<file path="config.mk">
export PLATFORM = sky130hd
export DESIGN_NAME = sv39pm_ctrl
export DESIGN_NICKNAME = d
export VERILOG_FILES = /design/src/hdl/sv39pm_pkg.sv /design/src/hdl/sv39pm_ctrl.sv
export SDC_FILE = /design/constraint.sdc
export NUM_CORES = 1
export LEC_CHECK = 0
export BUFFER_PORTS_ARGS = -buffer_cell sky130_fd_sc_hd__buf_4
export CORE_MARGIN = 5
export CORE_UTILIZATION = 51
export CTS_CLUSTER_DIAMETER = 120
export CTS_CLUSTER_SIZE = 24
export DETAILED_ROUTE_END_ITERATION = 6
export HOLD_SLACK_MARGIN = 0.1
export PLACE_DENSITY = 0.75
export SYNTH_ARGS = -nofsm -noshare
export SYNTH_HDL_FRONTEND = slang
export SYNTH_SLANG_ARGS = --single-unit
</file>
<file path="constraint.sdc">
create_clock -name clk -period 2.1 [get_ports clk]
set_input_delay 0.21 -clock clk [delete_from_list [all_inputs] [get_ports clk]]
set_output_delay 0.21 -clock clk [all_outputs]
set_load 0.02 [all_outputs]
</file>
<file path="src/hdl/sv39pm_pkg.sv">
// Sv39 page-map insert: shared types and constants.
// Used by sv39pm_ctrl, sv39pm_dp and the top level sv39_page_map_insert.
package sv39pm_pkg;

    localparam int VA_W     = 64;
    localparam int PA_W     = 56;
    localparam int PPN_W    = 44;
    localparam int PTE_W    = 64;
    localparam int VPN_W    = 9;
    localparam int USED_W   = 5;
    localparam int FLAG_W   = 10;

    localparam logic [FLAG_W-1:0] PTR_FLAGS  = 10'h011;
    localparam logic [FLAG_W-1:0] LEAF_FLAGS = 10'h01F;
    localparam logic [PPN_W-1:0]  BASE_RESET = 44'd524288;

    typedef enum logic [1:0] {
        ST_MAPPED    = 2'd0,
        ST_NONCANON  = 2'd1,
        ST_EXHAUSTED = 2'd2
    } st_code_t;

    // controller -> datapath
    typedef struct packed {
        logic     clear;
        logic     take;
        logic     rd_mid;
        logic     eval_root;
        logic     eval_mid;
        logic     plan;
        logic     sweep;
        logic     sweep_leaf;
        logic     wr_root;
        logic     wr_mid;
        logic     wr_leaf;
        logic     set_res;
        st_code_t res_code;
        logic     load_out;
    } cmd_t;

    // datapath -> controller
    typedef struct packed {
        logic clear_last;
        logic noncanon;
        logic entry_valid;
        logic stray;
        logic new_mid;
        logic new_leaf;
        logic no_room;
        logic dirty;
        logic sweep_last;
        logic out_free;
    } stat_t;

endpackage

</file>
<file path="src/hdl/sv39pm_ctrl.sv">
// Sv39 page-map insert: walk and commit sequencer.
// Depends on sv39pm_pkg (cmd_t, stat_t, st_code_t).
module sv39pm_ctrl
    import sv39pm_pkg::*;
(
    input  logic  clk,
    input  logic  rst_n,
    input  logic  req_valid,
    output logic  req_ready,
    input  stat_t stat,
    output cmd_t  cmd
);

    typedef enum logic [11:0] {
        S_CLEAR  = 12'b0000_0000_0001,
        S_IDLE   = 12'b0000_0000_0010,
        S_CHECK  = 12'b0000_0000_0100,
        S_ROOT   = 12'b0000_0000_1000,
        S_MID    = 12'b0000_0001_0000,
        S_PLAN   = 12'b0000_0010_0000,
        S_ZMID   = 12'b0000_0100_0000,
        S_WROOT  = 12'b0000_1000_0000,
        S_ZLEAF  = 12'b0001_0000_0000,
        S_WMID   = 12'b0010_0000_0000,
        S_WLEAF  = 12'b0100_0000_0000,
        S_RESULT = 12'b1000_0000_0000
    } state_t;

    state_t state_reg;
    state_t state_next;

    always_ff @(posedge clk or negedge rst_n)
    begin
        if (!rst_n)
        begin
            state_reg <= S_CLEAR;
        end
        else
        begin
            state_reg <= state_next;
        end
    end

    always_comb
    begin
        cmd        = '0;
        state_next = state_reg;
        req_ready  = 1'b0;
        case (state_reg)
            S_CLEAR:
            begin
                cmd.clear = 1'b1;
                if (stat.clear_last)
                begin
                    state_next = S_IDLE;
                end
            end
            S_IDLE:
            begin
                req_ready = 1'b1;
                if (req_valid)
                begin
                    cmd.take   = 1'b1;
                    state_next = S_CHECK;
                end
            end
            S_CHECK:
            begin
                if (stat.noncanon)
                begin
                    cmd.set_res  = 1'b1;
                    cmd.res_code = ST_NONCANON;
                    state_next   = S_RESULT;
                end
                else
                begin
                    state_next = S_ROOT;
                end
            end
            S_ROOT:
            begin
                cmd.eval_root = 1'b1;
                cmd.rd_mid    = 1'b1;
                if (!stat.entry_valid)
                begin
                    state_next = S_PLAN;
                end
                else if (stat.stray)
                begin
                    cmd.set_res  = 1'b1;
                    cmd.res_code = ST_EXHAUSTED;
                    state_next   = S_RESULT;
                end
                else
                begin
                    state_next = S_MID;
                end
            end
            S_MID:
            begin
                cmd.eval_mid = 1'b1;
                if (stat.entry_valid && stat.stray)
                begin
                    cmd.set_res  = 1'b1;
                    cmd.res_code = ST_EXHAUSTED;
                    state_next   = S_RESULT;
                end
                else
                begin
                    state_next = S_PLAN;
                end
            end
            S_PLAN:
            begin
                cmd.plan = 1'b1;
                if (stat.no_room)
                begin
                    cmd.set_res  = 1'b1;
                    cmd.res_code = ST_EXHAUSTED;
                    state_next   = S_RESULT;
                end
                else if (stat.new_mid)
                begin
                    state_next = S_ZMID;
                end
                else if (stat.new_leaf)
                begin
                    state_next = S_ZLEAF;
                end
                else
                begin
                    state_next = S_WLEAF;
                end
            end
            S_ZMID:
            begin
                cmd.sweep = stat.dirty;
                if (!stat.dirty || stat.sweep_last)
                begin
                    state_next = S_WROOT;
                end
            end
            S_WROOT:
            begin
                cmd.wr_root = 1'b1;
                state_next  = S_ZLEAF;
            end
            S_ZLEAF:
            begin
                cmd.sweep      = stat.dirty;
                cmd.sweep_leaf = 1'b1;
                if (!stat.dirty || stat.sweep_last)
                begin
                    state_next = S_WMID;
                end
            end
            S_WMID:
            begin
                cmd.wr_mid = 1'b1;
                state_next = S_WLEAF;
            end
            S_WLEAF:
            begin
                cmd.wr_leaf  = 1'b1;
                cmd.set_res  = 1'b1;
                cmd.res_code = ST_MAPPED;
                state_next   = S_RESULT;
            end
            S_RESULT:
            begin
                if (stat.out_free)
                begin
                    cmd.load_out = 1'b1;
                    state_next   = S_IDLE;
                end
            end
            default:
            begin
                state_next = S_CLEAR;
            end
        endcase
    end

endmodule

</file>
# Yosys cells after proc, flatten, opt, wreduce, memory -nomap -nowiden
# Cells that the tools add are included.
# totals
ff_bits	12
output_inout_bits	16
word_cells	56
# classes
eq_ne	17
n_mux	33
reduce_logical	5
# op_table
operator	count
one-hot mux 12 bit (12 select lines)	1
two-way mux 12 bit	11
two-way mux 3 bit	5
one-hot mux 3 bit (5 select lines)	1
two-way mux 1 bit	13
== test 12 x 1 -> 1 bit, second input constant	1
== test 12 x 10 -> 1 bit, second input constant	1
== test 12 x 11 -> 1 bit, second input constant	1
== test 12 bit, second input constant	1
== test 12 x 2 -> 1 bit, second input constant	1
== test 12 x 3 -> 1 bit, second input constant	1
== test 12 x 4 -> 1 bit, second input constant	1
== test 12 x 5 -> 1 bit, second input constant	1
== test 12 x 6 -> 1 bit, second input constant	1
== test 12 x 7 -> 1 bit, second input constant	1
== test 12 x 8 -> 1 bit, second input constant	1
== test 12 x 9 -> 1 bit, second input constant	1
two-way mux 11 bit	1
inequality test 2 bit, second input constant	5
AND reduction 5 bit	1
two-way mux 2 bit	1
OR reduction 2 bit	1
logical AND 1 bit	1
logical NOT 1 bit	1
logical OR 1 bit	1

# Logic depth before layout (Yosys ltp)
# Gate-level depths: netlist (run 1).
# logic_depth
depth_word	4
ltp_mapped	5

# Worst setup path after synthesis (run 1)
# OpenSTA, ideal clock, no wires.
# synth_timing
path_type	reg2out
startpoint	reg state_reg[1]
endpoint	out cmd[4] in the netlist's numbering
t_arrival_ps	1827
required_time_ps	1890
path_slack_ps	63
path_stages_with_launch	5
path_cell_list	dfrtp_1 > buf_6 > nor4_1 > nand2_1 > nor4bb_1
# synth_lines
item	line	source
start, declared	sv39pm_ctrl.sv:29	state_t state_reg;
start signal, assigned	sv39pm_ctrl.sv:40	state_reg <= state_next;
end, declared	sv39pm_ctrl.sv:11	output cmd_t cmd

==> impl_metrics.py, run 1 <==
metrics = {
    "placement": {
        "place_congestion": 0.863,
        "post-place-ws_ns": 0.225,
        "hpwl_um": 2070,
        "io_buffers": 28,
        "dp_cells": 174,
    },
    "worst_setup_path": {
        "end_kind": "output pin",
        "crit_fanout": 5,
        "cp-start-kind": "flip-flop",
        "crit_type": "reg2out",
        "cp.required_ns": 1.89,
        "critical_path_arrival_ns": 1.95,
    },
    "logic_synthesis": {
        "yosysUniqueCellTypes": 43,
        "ys_top_cells_by_count": "11 x dfrtp_1, 10 x nor2_1, 9 x inv_1",
        "synth_async_sr_flop_share": 1.00,
        "yosysTopAreaCellShare": 0.269,
        "syn_inst": 120,
        "ys_seq_area_frac": 0.295,
        "yosysWarnings": 0,
        "avgSynthCellArea_um2": 8.52,
        "yosys.area.top_type": "dfrtp_1",
        "synthTopCellsByArea": "dfrtp_1 27%, nand4_1 4.9%, nor4_4 4.2%",
        "ys_ff_latch": 12,
        "yosys.area_share.simple": 0.412,
        "netlist_area_um2": 1020,
        "synth-xor-area-share": 0.0428,
        "syn_nets": 133,
        "muxShareOfSynthArea": 0,
        "synth_edf_count": 0,
        "synth_top_family_by_area": "simple AND/OR/NAND/NOR gates",
        "yosys_most_used_dff": "dfrtp_1",
        "synth_compound_area_frac": 0.142,
        "synth_fa_ha_area_frac": 0,
        "synth.most_common_cell": "dfrtp_1",
    },
    "layout": {
        "multi_input_comb_area_um2": 686,
        "areaGrowthSynthToFinish_pct": 43.8,
        "diodes": 0,
        "fill_cells": 135,
        "drive_gt1_frac": 0.463,
        "largest_reg_flops": 12,
        "nets": 176,
        "instances_no_fill": 189,
        "seq_area_um2": 307,
    },
    "cts": {
        "root_buffer": "clkbuf_4",
        "cts_made_buffers": 3,
        "clk_path_buf_depth": 2,
        "insertion_delay_ns": 0.28,
        "htreeDepth": 1,
        "cts_tree": "done",
        "clock_sinks": 12,
        "path_clk_slew_ns": 0.08,
    },
    "global_routing": {
        "grt_antenna_before_repair": 0,
        "grt_usage": 0.226,
        "grt_remaining_overflow": 0,
        "grt_max_degree": 13,
        "grt_pass1_wl_um": 4740,
        "grt_pass1_vias": 1020,
    },
    "timing": {
        "finalHoldViolCount": 0,
        "rsz0062_at_grt": "true",
        "worst_slew_pin_slew_ns": 0.376,
        "period_share": 1.03,
        "layout_min_cycle_time_ns": 2.16,
        "slew_headroom": 0.747,
        "finClkSkew_ns": 0.00410,
        "setup_viol": 3,
        "finalWorstSetupSlack_ns": -0.0624,
        "fmax_mhz": 462,
        "final_max_slew_viol_count": 0,
        "setup_tns_ns": -0.0814,
    },
    "floorplanning": {
        "io_pins": 29,
        "dieHeight_um": 54.8,
        "num_rows": 16,
        "start_util": 0.526,
        "coreArea_um2": 1940,
        "die-area_um2": 3000,
        "die_x_um": 54.8,
    },
    "route": {
        "drt_first_iter_violations": 60,
        "drc": 0,
        "viasPerCell": 5.97,
        "vias": 1129,
        "wl_per_cell_um": 16.6,
        "firstDrtPassIters": 4,
        "drtAntennaViolNets": 0,
        "drt-total-wl_um": 3130,
    },
    "power": {
        "ir_drop_v": 0.000517,
        "powerDensity_nw_per_um2": 724,
        "p_leak_nw": 0.735,
    },
    "run_status": {
        "outcome": "finished, violations left",
        "violations": "setup timing",
    },
    "min_path": {
        "hold_path.class": "in2reg",
    },
    "job": {
        "drv_cap": 0,
    },
}
layout by cell type, fill, tap and decap left out, types with 4 or more instances in the layout:
cell type	instances
inv_1	9
nor2_1	8
dfrtp_1	7
nand4_1	8
nand2_1	6
dfrtp_2	4
nor3b_1	4
buf_4	44
critical path, stage by stage (launching register included):
cell and delay (ns):
dfrtp_2 0.46, nor4_4 0.39, nand4_1 0.27, a21oi_2 0.26, or2_2 0.16, buf_4 0.14
metrics by stage:
| step | instance area (um2) | hold slack (ns) | power, W | utilization |
|---|---|---|---|---|
| 6_report | 1470 | 0.103 | 0.00107 | 0.757 |
| 5_1_grt | 1470 | 0.104 | 0.00113 | 0.757 |
| 4_1_cts | 1340 | 0.105 | 0.000956 | 0.690 |
| 3_5_place_dp | 1260 | 0.0614 | 0.000792 | 0.651 |
| 3_3_place_gp | 1260 | 0.0597 | 0.000785 | 0.651 |
| 2_1_floorplan | 1020 | -0.0856 | 0.000652 | - |
final timing paths:
| check | start | end | slack (ns) | cells past startpoint |
|---|---|---|---|---|
| max in group asynchronous | rst_n | state_reg[0] | 1.56 | 2 |
| max | state_reg[9] | cmd[3] | -0.06 | 5 |
| max reg2reg | state_reg[0] | state_reg[11] | 0.23 | 6 |
| min reg2reg | state_reg[3] | state_reg[3] | 0.65 | 1 |
| min | stat[8] | state_reg[3] | 0.10 | 2 |
| min in group asynchronous | rst_n | state_reg[5] | 0.30 | 2 |
area by class of cell:
cell class,instances,area share
well taps,27,0.0230
clock buffers,4,0.0179
flip-flops and latches,12,0.209
inverters,9,0.0230
multi-input cells,88,0.466
repair buffers,49,0.261
layer usage:
metal / vias up / GRT usage / wire length [um]
li1: 526 / - / -
met1: 533 / 0.274 / 1170
met2: 58 / 0.384 / 1660
met3: 12 / 0.0490 / 228
met4: 0 / 0.0871 / 70
met5: - / 0 / 0
timing repair:
item                                    4_1_cts  5_1_grt
gates cloned                                  0        0
setup buffers                                 2        7
pin swaps                                     1        7
endpoints found under the setup margin        3        8
hold endpoints to repair                     13        0
hold buffers                                  2        0
gates resized for setup                       4       18
power by group:
| part | internal (W) | leakage [nW] | switching, W |
|---|---|---|---|
| clock network | 0.0000738 | 0.0150 | 0.0000827 |
| logic | 0.000287 | 0.564 | 0.000299 |
| registers | 0.000264 | 0.156 | 0.0000587 |
kinds of logic after synthesis:
logic type	Yosys count
AND/OR/NAND/NOR	65
buffers and inverters	20
AO/OA/AOI/OAI	18
XOR/XNOR	5
flip-flops	12
Note: power is estimated with default switching activity, not from simulation.
==> run 2: changes to the inputs <==
--- a/config.mk
+++ b/config.mk
@@ -7,12 +7,12 @@
 export LEC_CHECK = 0
 export BUFFER_PORTS_ARGS = -buffer_cell sky130_fd_sc_hd__buf_4
 export CORE_MARGIN = 5
-export CORE_UTILIZATION = 51
+export CORE_UTILIZATION = 55
 export CTS_CLUSTER_DIAMETER = 120
 export CTS_CLUSTER_SIZE = 24
 export DETAILED_ROUTE_END_ITERATION = 6
 export HOLD_SLACK_MARGIN = 0.1
-export PLACE_DENSITY = 0.75
+export PLACE_DENSITY = 0.81
 export SYNTH_ARGS = -nofsm -noshare
 export SYNTH_HDL_FRONTEND = slang
 export SYNTH_SLANG_ARGS = --single-unit
==> constraint.sdc (replaced) <==
create_clock -name clk -period 2.76 [get_ports clk]
set_input_delay 0.276 -clock clk [delete_from_list [all_inputs] [get_ports clk]]
set_output_delay 0.276 -clock clk [all_outputs]
set_load 0.02 [all_outputs]
==> impl_metrics.py, run 2 (synthesis results as in run 1) <==
metrics = {
    "floorplanning": {
        "die_x_um": 53.1,
        "num_rows": 15,
        "die-area_um2": 2820,
        "io_pins": 29,
        "dieHeight_um": 53.1,
        "start_util": 0.586,
        "coreArea_um2": 1750,
    },
    "layout": {
        "layout_common_cells": "29 x buf_4, 11 x dfrtp_1, 10 x nor2_1",
        "final_common_cell": "buf_4",
        "drive_gt1_frac": 0.287,
        "nets": 157,
        "largest_reg_flops": 12,
        "diodes": 0,
        "areaGrowthSynthToFinish_pct": 21.4,
    },
    "power": {
        "p_seq_frac": 0.344,
        "pwr-share-comb": 0.454,
        "p_clk_frac": 0.202,
        "power.net_switching_w": 0.000291,
        "p_leak_nw": 0.638,
        "p_int_w": 0.000432,
        "powerDensity_nw_per_um2": 582,
        "p_sw_frac": 0.402,
        "finalPower_w": 0.000723,
        "ir_drop_v": 0.000505,
    },
    "timing": {
        "rsz0062_at_grt": "false",
        "slew_headroom": 0.605,
        "finalHoldViolCount": 0,
        "period_share": 0.916,
        "finClkSkew_ns": 0.0101,
        "final_max_slew_viol_count": 0,
        "layout_min_cycle_time_ns": 2.53,
        "setup_viol": 0,
        "timing.hold.ws_ns": 0.157,
        "fmax_mhz": 396,
        "worst_slew_pin_slew_ns": 0.587,
        "setup_tns_ns": 0,
    },
    "cts": {
        "cts_setup_buffers": 0,
        "cts_tree": "done",
        "insertion_delay_ns": 0.28,
        "root_buffer": "clkbuf_4",
        "htreeDepth": 1,
        "path_clk_slew_ns": 0.09,
        "cts_hold_buffers": 1,
        "clock_sinks": 12,
        "clk_path_buf_depth": 2,
        "ctsResizeCount": 0,
        "cts_made_buffers": 3,
    },
    "route": {
        "firstDrtPassIters": 4,
        "vias": 994,
        "wl_per_cell_um": 15.5,
        "viasPerCell": 5.92,
        "drc": 0,
        "drt-total-wl_um": 2600,
        "drtAntennaViolNets": 0,
        "drt_first_iter_violations": 17,
    },
    "placement": {
        "hpwl_um": 2010,
        "io_buffers": 28,
        "place_congestion": 0.866,
    },
    "global_routing": {
        "grt_pass1_wl_um": 4360,
        "grt_pass1_vias": 959,
        "grt_util_met1": 0.269,
        "met2_usage": 0.343,
        "use_met3": 0.0338,
        "grt_antenna_before_repair": 0,
        "grt_usage": 0.216,
        "grt_max_degree": 13,
        "grt_remaining_overflow": 0,
        "grt.busiest_layer": "met2",
    },
    "worst_setup_path": {
        "crit_type": "reg2out",
        "path_cells": "nor4_1, nand2_1, o41ai_1, or2_2, buf_4",
        "end_kind": "output pin",
        "critical-path-top-delay-family": "simple AND/OR/NAND/NOR gates",
        "cpPeakStageDelay_ns": 0.59,
        "cp-start-kind": "flip-flop",
        "cp.required_ns": 2.48,
        "crit_fanout": 10,
        "critical_path_arrival_ns": 2.25,
        "crit_buf_inv": 1,
        "crit_path_top_delay_cell": "nor4_1",
    },
    "job": {
        "drv_cap": 0,
    },
    "min_path": {
        "hold_path.class": "in2reg",
    },
    "run_status": {
        "outcome": "finished, final reports clean",
    },
}
[run 2: path summary, 6_finish.rpt]
path	slack (ns)	from	endpoint	cells after the start
max in group asynchronous	2.17	rst_n	state_reg[0]	2
min in group asynchronous	0.36	rst_n	state_reg[1]	2
hold / removal	0.16	stat[8]	state_reg[3]	2
setup / recovery	0.23	state_reg[1]	cmd[3]	5
setup reg to reg	0.82	state_reg[1]	state_reg[8]	4
hold reg to reg	0.66	state_reg[6]	state_reg[7]	2
[run 2: stage by stage]
step           instances  utilization  worst slack, ns  cell area (um2)
2_1_floorplan        120            -            0.657             1020
3_3_place_gp         163        0.685            0.642             1190
3_5_place_dp         163        0.685            0.562             1190
4_1_cts              168        0.711            0.239             1240
5_1_grt              168        0.711           0.0663             1240
6_report             168        0.711            0.232             1240
[run 2: routing by layer]
metal	up-vias	routed length, um
li1	488	-
met1	466	1130
met2	31	1240
met3	9	127
met4	0	102
met5	-	0
[run 2: final cells by class]
class                      count  area, um2
tap                           25       31.3
timing repair buffer          30        228
inverter                       9       33.8
clock buffer                   4       36.3
sequential                    12        302
multi-input combinational     88        611
fill                         157        504
[run 2: power groups by stage]
stage | Sequential (W) | Combinational, W | Clock, W
after floorplan | 0.000209 | 0.000287 | 0
after global placement | 0.000252 | 0.000319 | 0
after detailed placement | 0.000251 | 0.000323 | 0
after CTS | 0.000248 | 0.000326 | 0.000150
after global routing | 0.000258 | 0.000360 | 0.000156
final | 0.000249 | 0.000328 | 0.000146
[run 2: worst register-to-register path, cell delays in order, from the launching register on]
cell	delay, ns
dfrtp_1	0.49
nor4_1	0.59
nand4_1	0.35
o311ai_4	0.23
a221o_1	0.22
==> run 3: changes to the inputs <==
--- a/config.mk
+++ b/config.mk
@@ -7,12 +7,12 @@
 export LEC_CHECK = 0
 export BUFFER_PORTS_ARGS = -buffer_cell sky130_fd_sc_hd__buf_4
 export CORE_MARGIN = 5
-export CORE_UTILIZATION = 55
+export CORE_UTILIZATION = 40
 export CTS_CLUSTER_DIAMETER = 120
 export CTS_CLUSTER_SIZE = 24
 export DETAILED_ROUTE_END_ITERATION = 6
 export HOLD_SLACK_MARGIN = 0.1
-export PLACE_DENSITY = 0.81
+export PLACE_DENSITY = 0.61
 export SYNTH_ARGS = -nofsm -noshare
 export SYNTH_HDL_FRONTEND = slang
 export SYNTH_SLANG_ARGS = --single-unit
==> impl_metrics.py, run 3 (synthesis results as in run 1) <==
metrics = {
    "worst_setup_path": {
        "r2r_end": "state_reg[8]",
        "rr_startpoint": "state_reg[1]",
        "cpPeakStageDelay_ns": 0.58,
        "critical_path_arrival_ns": 2.21,
        "path_cells": "nor4_1, nand2_1, o41ai_1, or2_2, buf_4",
        "reg2reg_setup_slack_ns": 0.87,
        "cp.required_ns": 2.48,
        "crit_fanout": 10,
        "cp-start-kind": "flip-flop",
        "crit_type": "reg2out",
        "endpoint": "cmd[3]",
        "end_kind": "output pin",
        "crit_path_top_delay_cell": "nor4_1",
        "startpoint": "state_reg[1]",
        "ff2ff_path_depth": 4,
    },
    "floorplanning": {
        "coreArea_um2": 2450,
        "num_rows": 18,
        "die_x_um": 60.6,
        "start_util": 0.416,
        "io_pins": 29,
        "dieHeight_um": 60.6,
        "die-area_um2": 3670,
    },
    "layout": {
        "largest_reg_flops": 12,
        "nets": 156,
        "areaGrowthSynthToFinish_pct": 20.3,
        "final_common_cell": "buf_4",
        "diodes": 0,
        "layout_common_cells": "28 x buf_4, 11 x dfrtp_1, 10 x nor2_1",
        "drive_gt1_frac": 0.275,
    },
    "cts": {
        "cts_tree": "done",
        "root_buffer": "clkbuf_4",
        "htreeDepth": 1,
        "cts_made_buffers": 3,
        "ctsResizeCount": 0,
        "clk_path_buf_depth": 2,
        "cts_hold_buffers": 1,
        "cts_setup_buffers": 0,
        "clock_sinks": 12,
        "insertion_delay_ns": 0.28,
        "path_clk_slew_ns": 0.08,
    },
    "timing": {
        "slew_headroom": 0.597,
        "layout_min_cycle_time_ns": 2.48,
        "timing.hold.ws_ns": 0.160,
        "fmax_mhz": 403,
        "period_share": 0.899,
        "worst_slew_pin_slew_ns": 0.599,
        "finalHoldViolCount": 0,
        "rsz0062_at_grt": "false",
        "setup_viol": 0,
        "finClkSkew_ns": 0.00235,
        "final_max_slew_viol_count": 0,
        "setup_tns_ns": 0,
    },
    "power": {
        "powerDensity_nw_per_um2": 559,
        "pwr-share-comb": 0.462,
        "power.net_switching_w": 0.000288,
        "p_leak_nw": 0.627,
        "p_sw_frac": 0.419,
        "p_clk_frac": 0.175,
        "p_seq_frac": 0.363,
        "ir_drop_v": 0.000359,
        "p_int_w": 0.000399,
    },
    "min_path": {
        "hold_path.class": "in2reg",
    },
    "route": {
        "drtAntennaViolNets": 0,
        "viasPerCell": 5.56,
        "drt_first_iter_violations": 34,
        "drt-total-wl_um": 2510,
        "drc": 0,
        "vias": 957,
        "wl_per_cell_um": 14.6,
        "firstDrtPassIters": 4,
    },
    "run_status": {
        "outcome": "finished, final reports clean",
    },
    "job": {
        "drv_cap": 0,
    },
    "global_routing": {
        "grt_usage": 0.156,
        "grt_remaining_overflow": 0,
        "grt_pass1_wl_um": 4200,
        "grt_max_degree": 13,
        "grt_antenna_before_repair": 0,
        "grt_pass1_vias": 928,
    },
    "placement": {
        "place_congestion": 0.819,
        "io_buffers": 28,
        "hpwl_um": 1950,
    },
}
[run 3: changes by cell type in the layout (fill, tap and decap cells not counted), sizes merged]
cell and change:
buf -1
[run 3: critical path, delay by kind of cell, from the launching register on]
kind / cells / cell delay [ns]
compound gates: 1 / 0.37
buf+inv: 1 / 0.13
flops: 1 / 0.48
simple gates: 3 / 0.94
[run 3: per-layer routing]
layer | track usage | vias up | wire (um)
met3 | 0.0404 | 6 | 133
met4 | 0.0557 | 0 | 44
li1 | - | 483 | -
met5 | 0 | - | 0
met2 | 0.253 | 26 | 1200
met1 | 0.201 | 442 | 1130
[run 3: layout make-up]
type | count | area [um2]
Sequential cell | 12 | 302
Tap cell | 30 | 37.5
Inverter | 9 | 33.8
Timing Repair Buffer | 29 | 220
Clock buffer | 4 | 26.3
Multi-Input combinational cell | 88 | 611
Fill cell | 244 | 1220
[run 3: worst min-delay path by stage]
| stage | from | to | cells after the start |
|---|---|---|---|
| detailed placement | rst_n | state_reg[3] | 1 |
| global route | stat[6] | state_reg[4] | 2 |
| CTS | stat[8] | state_reg[3] | 2 |
| floorplan | rst_n | state_reg[10] | 0 |
| global placement | rst_n | state_reg[3] | 1 |
| finish | stat[8] | state_reg[3] | 2 |
[run 3: power by group through the flow]
stage          clock, W  sequential [W]  combinational, W
6_report       0.000121        0.000250          0.000317
3_5_place_dp          0        0.000254          0.000316
2_1_floorplan         0        0.000209          0.000287
3_3_place_gp          0        0.000253          0.000313
5_1_grt        0.000133        0.000257          0.000348
4_1_cts        0.000124        0.000250          0.000319
[run 3: stage by stage]
stage	instance area, um2	worst slack [ns]	power (W)	instances	util
6_report	1230	0.277	0.000687	172	0.501
5_1_grt	1230	0.0470	0.000739	172	0.501
4_1_cts	1230	0.286	0.000692	172	0.501
3_5_place_dp	1190	0.601	0.000570	167	0.486
3_3_place_gp	1190	0.623	0.000566	167	0.486
2_1_floorplan	1020	0.657	0.000496	120	-
